<file path="src/rtl/a64pcr_pkg.sv">
// ----------------------------------------------------------------------------
// a64pcr_pkg: shared types for the ARM64 PC-relative target decode
// Operation codes and the offset record passed from decode to the adder.
// ----------------------------------------------------------------------------
`default_nettype none

package a64pcr_pkg;

    localparam int unsigned OFF_W  = 34;  // widest offset: 33-bit ADRP plus LDR imm
    localparam int unsigned ADDR_W = 64;
    localparam int unsigned WORD_W = 32;
    localparam int unsigned PAGE_W = 12;

    typedef enum logic [1:0] {
        OP_B26  = 2'd0,
        OP_B19  = 2'd1,
        OP_B14  = 2'd2,
        OP_PAIR = 2'd3
    } t_op;

    typedef struct packed {
        logic                    page_align;  // clear low address bits (ADRP)
        logic signed [OFF_W-1:0] offset;      // byte offset, sign extended
    } t_offset;

endpackage

`default_nettype wire

</file>
<file path="src/rtl/a64pcr_decode.sv">
// ----------------------------------------------------------------------------
// a64pcr_decode: immediate extraction for PC-relative instructions
// Pulls the branch, ADR or ADRP+ADD/LDR immediate out of the instruction
// words and forms one signed byte offset plus a page-align flag.
// ----------------------------------------------------------------------------
`default_nettype none

module a64pcr_decode
    import a64pcr_pkg::*;
(
    input  var t_op               i_op,
    input  wire logic [WORD_W-1:0] i_first_word,
    input  wire logic [WORD_W-1:0] i_second_word,
    output t_offset               o_offset
);

    logic [20:0] imm21;
    logic [11:0] imm12;
    logic [1:0]  ldr_size;
    logic        ldr_v;
    logic [1:0]  ldr_opc;
    logic [4:0]  ldr_class;
    logic [2:0]  ldr_shift;
    logic        is_ldr;
    logic [18:0] ldr_imm;
    logic [32:0] adrp_off;

    assign imm21     = {i_first_word[23:5], i_first_word[30:29]};
    assign imm12     = i_second_word[21:10];
    assign ldr_size  = i_second_word[31:30];
    assign ldr_v     = i_second_word[26];
    assign ldr_opc   = i_second_word[23:22];
    assign ldr_class = {ldr_size, ldr_v, ldr_opc};
    assign is_ldr    = i_second_word[27] & ~i_second_word[25];
    assign adrp_off  = {imm21, 12'h000};
    assign ldr_imm   = {7'd0, imm12} << ldr_shift;

    // Access size scale of the LDR immediate
    always_comb begin
        if (ldr_v) begin
            ldr_shift = {ldr_opc[1], ldr_size};
        end else begin
            case (ldr_class) inside
                5'd9, 5'd10, 5'd11: ldr_shift = 3'd1;
                5'd18:              ldr_shift = 3'd2;
                5'd17, 5'd25:       ldr_shift = {1'b0, ldr_size};
                default:            ldr_shift = 3'd0;
            endcase
        end
    end

    always_comb begin
        o_offset.page_align = 1'b0;
        case (i_op)
            OP_B26: begin
                o_offset.offset = {{6{i_first_word[25]}}, i_first_word[25:0], 2'b00};
            end
            OP_B19: begin
                o_offset.offset = {{13{i_first_word[23]}}, i_first_word[23:5], 2'b00};
            end
            OP_B14: begin
                o_offset.offset = {{18{i_first_word[18]}}, i_first_word[18:5], 2'b00};
            end
            OP_PAIR: begin
                if (is_ldr) begin
                    o_offset.page_align = 1'b1;
                    o_offset.offset = {adrp_off[32], adrp_off} + {15'd0, ldr_imm};
                end else if (i_first_word[31]) begin
                    o_offset.page_align = 1'b1;
                    o_offset.offset = {adrp_off[32], adrp_off} + {22'd0, imm12};
                end else begin
                    o_offset.offset = {{13{imm21[20]}}, imm21};
                end
            end
            default: begin
                o_offset.offset = '0;
            end
        endcase
    end

endmodule

`default_nettype wire

</file>
<file path="src/rtl/arm64_branch_and_adrp_target_decode.sv">
// ----------------------------------------------------------------------------
// arm64_branch_and_adrp_target_decode: ARM64 PC-relative target address
// Resolves B/BL, CBZ/B.cond, TBZ and ADR/ADRP+ADD/ADRP+LDR targets.
// ----------------------------------------------------------------------------
// Path: a request is captured in the input register, decoded and added
//   combinationally, then captured in the result register that drives
//   o_valid and o_target.
// Throughput: one request per cycle while the result side is not stalled;
//   the decode plus one 64-bit add between the two registers sets the cycle.
// Reset: synchronous, active low; clears both valid flags, payload untouched.
// ----------------------------------------------------------------------------
`default_nettype none

module arm64_branch_and_adrp_target_decode
    import a64pcr_pkg::*;
(
    input  wire logic              i_clk,
    input  wire logic              i_rst_n,
    // request channel
    input  wire logic              i_valid,
    output logic                   o_ready,
    input  wire logic [1:0]        i_operation,
    input  wire logic [WORD_W-1:0] i_first_word,
    input  wire logic [WORD_W-1:0] i_second_word,
    input  wire logic [ADDR_W-1:0] i_instr_address,
    // result channel
    output logic                   o_valid,
    input  wire logic              i_ready,
    output logic [ADDR_W-1:0]      o_target
);

    // Input stage
    logic              r_s1_valid;
    t_op               r_op;
    logic [WORD_W-1:0] r_w0;
    logic [WORD_W-1:0] r_w1;
    logic [ADDR_W-1:0] r_addr;

    // Result stage
    logic              r_out_valid;
    logic [ADDR_W-1:0] r_target;
    logic [ADDR_W-1:0] n_target;

    logic    out_free;   // result register can take a new value
    logic    s1_adv;     // input stage hands its request on
    logic    in_take;
    t_offset off;
    logic [ADDR_W-1:0] base;

    // The result register decouples the sides: the input stage moves
    // whenever the result register is empty or being drained.
    assign out_free = ~r_out_valid | i_ready;
    assign s1_adv   = r_s1_valid & out_free;
    assign o_ready  = ~r_s1_valid | out_free;
    assign in_take  = i_valid & o_ready;

    always_ff @(posedge i_clk) begin
        if (!i_rst_n) begin
            r_s1_valid <= 1'b0;
        end else if (o_ready) begin
            r_s1_valid <= i_valid;
        end
    end

    // Capture request payload; hold it while stalled
    always_ff @(posedge i_clk) begin
        if (in_take) begin
            r_op   <= t_op'(i_operation);
            r_w0   <= i_first_word;
            r_w1   <= i_second_word;
            r_addr <= i_instr_address;
        end
    end

    a64pcr_decode u_decode (
        .i_op          (r_op),
        .i_first_word  (r_w0),
        .i_second_word (r_w1),
        .o_offset      (off)
    );

    // ADRP forms use the 4 KiB page of the instruction; the rest use the
    // address itself. One wide add finishes the target.
    assign base     = off.page_align ? {r_addr[ADDR_W-1:PAGE_W], {PAGE_W{1'b0}}} : r_addr;
    assign n_target = base + {{(ADDR_W-OFF_W){off.offset[OFF_W-1]}}, off.offset};

    always_ff @(posedge i_clk) begin
        if (!i_rst_n) begin
            r_out_valid <= 1'b0;
        end else if (out_free) begin
            r_out_valid <= r_s1_valid;
        end
    end

    always_ff @(posedge i_clk) begin
        if (s1_adv) begin
            r_target <= n_target;
        end
    end

    assign o_valid  = r_out_valid;
    assign o_target = r_target;

    // A full input stage that cannot advance keeps its request
    a_s1_hold: assert property (@(posedge i_clk) disable iff (!i_rst_n)
        (r_s1_valid && !out_free) |=> r_s1_valid)
        else $error("input stage dropped a stalled request");

    // Back-pressure only when both stages are occupied
    a_ready_full: assert property (@(posedge i_clk) disable iff (!i_rst_n)
        !o_ready |-> (r_s1_valid && r_out_valid && !i_ready))
        else $error("ready deasserted with a free stage");

    // A new result appears only from a filled input stage
    a_out_src: assert property (@(posedge i_clk) disable iff (!i_rst_n)
        (out_free && !r_s1_valid) |=> !r_out_valid)
        else $error("result produced without a request");

    // An accepted request always lands in the input stage
    a_take: assert property (@(posedge i_clk) disable iff (!i_rst_n)
        in_take |=> r_s1_valid)
        else $error("accepted request lost");

endmodule

`default_nettype wire

</file>
<file path="config.mk">
export PLATFORM = sky130hd
export DESIGN_NAME = arm64_branch_and_adrp_target_decode
export DESIGN_NICKNAME = d
export VERILOG_FILES = /design/src/rtl/a64pcr_pkg.sv /design/src/rtl/a64pcr_decode.sv /design/src/rtl/arm64_branch_and_adrp_target_decode.sv
export SDC_FILE = /design/constraint.sdc
export NUM_CORES = 1
export LEC_CHECK = 0
export BUFFER_PORTS_ARGS = -buffer_cell sky130_fd_sc_hd__buf_2
export CORE_AREA = 2 2 165 127
export CTS_CLUSTER_SIZE = 40
export DETAILED_ROUTE_END_ITERATION = 10
export DIE_AREA = 0 0 167 129
export HOLD_SLACK_MARGIN = 0.12
export PLACE_DENSITY = 0.84
export SLEW_MARGIN = 20
export SYNTH_ARGS = -nofsm -noshare
export SYNTH_HDL_FRONTEND = slang
export SYNTH_SLANG_ARGS = --single-unit
</file>
<file path="constraint.sdc">
create_clock -name i_clk -period 9.1 [get_ports i_clk]
set_clock_uncertainty 0.05 [all_clocks]
set_input_delay 0.455 -clock i_clk [delete_from_list [all_inputs] [get_ports i_clk]]
set_output_delay 0.455 -clock i_clk [all_outputs]
set_load 0.05 [all_outputs]
</file>
Yosys cells after proc, flatten, opt, wreduce, memory -nomap -nowiden
Cells that the tools add are included.

Flip-flop bits (word level): 196. Input bits: 134. Output and inout port bits: 66. Logic and storage cells: 41.

$add $sub $neg: 3. Equality and inequality tests: 9. Shifts and indexed selects: 1. Muxes and demuxes: 10. Bitwise gates (word level): 8. Reduce and logical (&&, ||, !) cells: 3.

Operators with widths (number): $pmux 34 s4 (1); $add 64x64->64 (1); $mux 35 (1); $add 33x13->34 (1); $add 33x20->34 (1); $mux 34 (1); $shl 12x3->19 (1); $eq 5x4->1 const B (3); $eq 5x5->1 const B (3); $mux 12 (1); $mux 3 (3); $eq 2x2->1 const B (2); $and 1x1->1 (3); $not 1->1 (3); $reduce_or 3->1 (1); $eq 2x1->1 const B (1); $logic_not 2->1 (1); $mux 1 (2); $mux 2 (1); $or 1x1->1 (2); $reduce_or 2->1 (1).

Longest topological paths before layout
Word-level depth: 12. Mapped depth: 32. Depth with buffers taken out: 31.

Cells and area by module
A second synthesis with hierarchy kept.

Cells, all modules: 1170. Area total of the unflattened synthesis: 12448.2 µm².

By module, submodules not included: arm64_branch_and_adrp_target_decode (instances 1, cells each 795, area each 9960.8 µm², sequential area each 5865.6 µm²); a64pcr_decode (instances 1, cells each 375, area each 2487.4 µm², sequential area each 0.0 µm²).

Least setup slack after synthesis
No wires, ideal clock.

Path kind: register to register. Start point: register r_w1[22]. End point: register r_target[63] (netlist: o_target[63]), data pin. Setup time: 0.259 ns. Arrival: 7.922 ns. Required time: 8.791 ns. Slack: 0.869 ns. Cell stages (with the launch flop): 27. Buffers on the path: 2. Period minus slack after synthesis: 8.231 ns. Path through: edfxtp_1 > nor2b_1 > o31ai_1 > buf_2 > mux2i_1 > mux2i_1 > nand2_1 > o21ai_0 > ha_1 > a21o_1 > a21oi_1 > o21ai_1 > a2111oi_2 > nor4_2 > a221oi_1 > ha_1 > buf_2 > a21oi_2 > o21ai_1 > a211oi_1 > o221ai_2 > nor3_4 > a2111oi_1 > or3_1 > a31o_1 > a21oi_2 > xnor2_1.

Longest elaborated chain between the ends: 11. Elaborated cells between the ends (all ways): 17. Classes of those cells: add/sub (2); eq/ne (6); shift (1); mux (6); reduce/logical (2).

Ends and longest elaborated chain: start: declaration (RTL line arm64_branch_and_adrp_target_decode.sv:36) `logic [WORD_W-1:0] r_w1;`; start signal: assignment (RTL line arm64_branch_and_adrp_target_decode.sv:70) `r_w1 <= i_second_word;`; $eq 5x5->1 (no line); $reduce_or 2->1 (RTL line a64pcr_decode.sv:43) `case (ldr_class) inside`; $mux 2 (RTL line a64pcr_decode.sv:43); $mux 3 (RTL line a64pcr_decode.sv:43); $mux 3 * (RTL line a64pcr_decode.sv:43); $mux 3 * (RTL line a64pcr_decode.sv:40) `if (ldr_v) begin`; $shl 12x3->19 * (RTL line a64pcr_decode.sv:36) `assign ldr_imm = {7'd0, imm12} << ldr_shift;`; $add 33x20->34 * (RTL line a64pcr_decode.sv:67) `o_offset.offset = {adrp_off[32], adrp_off} + {15'd0, ldr_imm};`; $mux 35 * (RTL line a64pcr_decode.sv:65) `if (is_ldr) begin`; $pmux 34 s4 * (RTL line a64pcr_decode.sv:54) `case (i_op)`; $add 64x64->64 * (RTL line arm64_branch_and_adrp_target_decode.sv:85) `assign n_target = base + {{(ADDR_W-OFF_W){off.offset[OFF_W-1]}}, off.offset};`; via n_target[63] (RTL line arm64_branch_and_adrp_target_decode.sv:42) `logic [ADDR_W-1:0] n_target;`; end signal: assignment (RTL line arm64_branch_and_adrp_target_decode.sv:97) `r_target <= n_target;`; end: declaration (RTL line arm64_branch_and_adrp_target_decode.sv:41) `logic [ADDR_W-1:0] r_target;`.

The timed path passes the listed nets; every way through them passes the cells marked *. A chain may end at the register's enable or synchronous reset.

Worst setup path after layout
Start point: register r_w1[30]. End point: register r_target[56] (netlist: o_target[56]), data pin.

Longest elaborated chain between the ends: 11. Elaborated cells between the ends (all ways): 17. Classes of those cells: add/sub (2); eq/ne (6); shift (1); mux (6); reduce/logical (2).

Ends and longest elaborated chain (RTL line): $eq 5x5->1 (no line); $reduce_or 2->1 (a64pcr_decode.sv:43); $mux 2 (a64pcr_decode.sv:43); $mux 3 (2 in a row) (a64pcr_decode.sv:43); $mux 3 * (a64pcr_decode.sv:40); $shl 12x3->19 * (a64pcr_decode.sv:36); $add 33x20->34 * (a64pcr_decode.sv:67); $mux 35 * (a64pcr_decode.sv:65); $pmux 34 s4 * (a64pcr_decode.sv:54); $add 64x64->64 * (arm64_branch_and_adrp_target_decode.sv:85); via n_target[56] (arm64_branch_and_adrp_target_decode.sv:42).

Marked as above.

==> results_dict.tcl <==
set metrics [dict create \
    status "finished clean" \
    synth.cell_area_um2 11200 \
    die_h_um 129 \
    antenna_found_initial 2 \
    gp_congestion 0.935 \
    area_delta_synth_final_pct 16.4 \
    fmax_mhz 133 \
    viasPerCell 6.10 \
    syn_inst 1062 \
    first_pass_iters 5 \
    vias 9196 \
    reg2regPathDepth 22 \
    clock_sinks 180 \
    setup_viol 0 \
    grt_pass1_vias 8686 \
    path_max_fanout 19 \
    clk_pin_slew_ps 70 \
    synth_top_area_cell "edfxtp_1" \
    slew_headroom_pct 30.3 \
    synthArstFlopShare_pct 0 \
    required_ps 9250 \
    fin_nets 1441 \
    layout-drive-gt1-share_pct 21.1 \
    dieArea_um2 21500 \
    criticalPathCategory "flip-flop to flip-flop" \
    cts_tree "built" \
    ys_top_cells_by_area "edfxtp_1, ha_1, a21oi_1" \
    crit_family "compound AO/OA/AOI/OAI gates" \
    finalSetupTns_ps 0 \
    cts-resized-gates 0 \
    worst_setup_path_end_kind "flip-flop" \
    cpPeakStageDelay_ps 910 \
    wl_per_cell_um 18.6 \
    ir_drop_mv 0.147 \
    root_buffer "clkbuf_16" \
    crit_top_cell "nand2_1" \
    max_slew.worst_pin.slew_ps 1030 \
    synthTopCellsByCount "edfxtp_1, a21oi_1, nand2_1" \
    r2r_start "r_w1[30]" \
    hp-start "i_first_word[6]" \
    synth_top_flop_cell "edfxtp_1" \
    period_needed_ps 7510 \
    grt-ovfl-total 0 \
    cts_made_buffers 17 \
    crit_chain "nor3b_1 > o31a_1 > mux2i_1 > nand2_1 > o21ai_0 > ha_1 > a21o_1 > a21oi_1 > o21ai_1 > a2111oi_2 > nor4_2 > a221oi_4 > ha_1 > nand2_1 > o21ai_0 > nand2_1 > a311o_1 > nand3_1 > o22ai_1 > o41ai_1 > a31oi_1 > xnor2_1" \
    synth.most_common_cell "edfxtp_1" \
    hold_slack_ps 130 \
    synth.distinct_cells 73 \
    hold_path_end "r_w0[6]" \
    synth_edf_count 178 \
    worstHoldPathCells 1 \
    grt_use_total_pct 26.4 \
    r2r-end "o_target[56]" \
    row_count 45 \
    seq_area_frac_synth_pct 48.1 \
    worstPathArrival_ps 7660 \
    drc 0 \
    die_width_um 167 \
    port_buffers 183 \
    p_leak_nw 5.23 \
    fin_total_pwr_mw 2.56 \
    core_area_um2 19900 \
    drtIter0Drc 1136 \
    grt_pass1_wl_um 44900 \
    avgSynthCellArea_um2 10.5 \
    hold_viol_final 0 \
    cp.buffers_inverters 0 \
    worst_path_max_delay_cell "a221oi_4" \
    cap_violations 0 \
    routed_wl_um 28100 \
    detail-route-antenna-nets 0 \
    period_share_pct 82.6 \
    regToRegSetupSlack_ps 1590 \
    insertion_delay_ps 440 \
    yosys_register_bits 180 \
    htree_num_levels 4 \
    grt_start_max_net_pins 87 \
    power_density_nw_per_um2 196 \
    syn_nets 1269 \
    dpl.hpwl_um 20800 \
    hp-class "input pin to flip-flop" \
    rsz0062_at_grt "false" \
    ios 200 \
    synth_warnings 0 \
    startpoint_type "flip-flop" \
    drv_slew 0 \
    clockBufferDepth 2 \
    synth_top_cell_area_share_pct 47.7 \
    initial_core_util_pct 56.4 \
]
## registers in the layout, indices dropped and copies added (netlist names)
register and count:
o_target 64, o_valid 1, r_addr 64, r_op 2, r_s1_valid 1, r_w0 29
r_w1 19
## worst register-to-register path: cells and delay by family, from the launching register on
family	cells	cell delay, ps
adders and majority gates	2	740
xor gates and xnor gates	1	170
DFF	1	410
AOI/OAI and AO/OA	12	4630
muxes	1	310
and+or+nand+nor	6	970
## logic make-up (layout without fill, tap and decap cells)
| group | Yosys count | count (layout) | synth area share (%) |
|---|---|---|---|
| AOI/OAI and AO/OA | 327 | 327 | 19.2 |
| and+or+nand+nor | 304 | 304 | 13.2 |
| DFF | 180 | 180 | 48.1 |
| buffers and inverters | 76 | 261 | 2.70 |
| adders and majority gates | 73 | 73 | 8.29 |
| xor gates and xnor gates | 67 | 67 | 5.24 |
| muxes | 35 | 35 | 3.32 |
| other | 0 | 2 | 0 |
## metal layers
layer	share of wire, %	vias to the layer above	GRT usage, %
li1	-	4365	-
met1	45	4305	38.6
met2	44	486	40.5
met3	9.3	40	4.77
met4	1.9	0	7.91
met5	0	-	0
## cell usage in the layout, fill, tap and decap left out, types with 17 or more instances in the layout
cell type,Yosys,layout
inv_1,30,30
edfxtp_1,178,178
nand2_1,100,100
a21o_1,21,21
o21ai_0,64,64
buf_2,8,183
a21oi_1,100,100
xor2_1,20,20
nand3_1,28,28
xnor2_1,47,47
ha_1,71,71
and2_1,18,17
nor2_1,68,68
clkbuf_16,0,17
mux2i_1,27,27
nor2b_1,23,22
## where the power goes
| part | internal, mW | total (mW) | switching (mW) |
|---|---|---|---|
| clock network | 0.417 | 0.760 | 0.342 |
| registers | 1.01 | 1.04 | 0.0316 |
| logic | 0.266 | 0.757 | 0.491 |
| total | 1.69 | 2.56 | 0.865 |
## cell type report
class / count / area (um2)
timing repair buffer: 199 / 1050
clock buffer: 17 / 425
inverter: 30 / 113
fill: 1512 / 6840
clock inverter: 15 / 184
sequential: 180 / 5390
antenna: 2 / 5.00
tap: 258 / 323
multi-input combinational: 806 / 5550
## stage by stage
step	instances	worst slack [ps]	utilization (%)	area [um2]
6_report	1507	1590	65.6	13000
3_5_place_dp	1466	1880	62.1	12400
2_1_floorplan	1062	869	-	11200
5_1_grt	1507	1100	65.6	13000
4_1_cts	1505	1810	65.6	13000
3_3_place_gp	1466	2090	62.1	12400
## worst max path at each step
| stage | startpoint | end | cells past startpoint |
|---|---|---|---|
| floorplan | r_w1[22] | o_target[63] | 26 |
| global placement | r_w1[30] | o_target[60] | 22 |
| detailed placement | r_w1[30] | o_target[60] | 22 |
| CTS | r_w1[30] | o_target[60] | 22 |
| global route | r_w1[30] | o_target[56] | 22 |
| finish | r_w1[30] | o_target[56] | 22 |
## what timing repair did
| item | CTS | global route |
|---|---|---|
| endpoints found under the hold margin | 7 | 0 |
| setup buffers | 0 | 0 |
| hold buffers | 7 | 0 |
No activity file was read; power rests on OpenSTA's default activity.
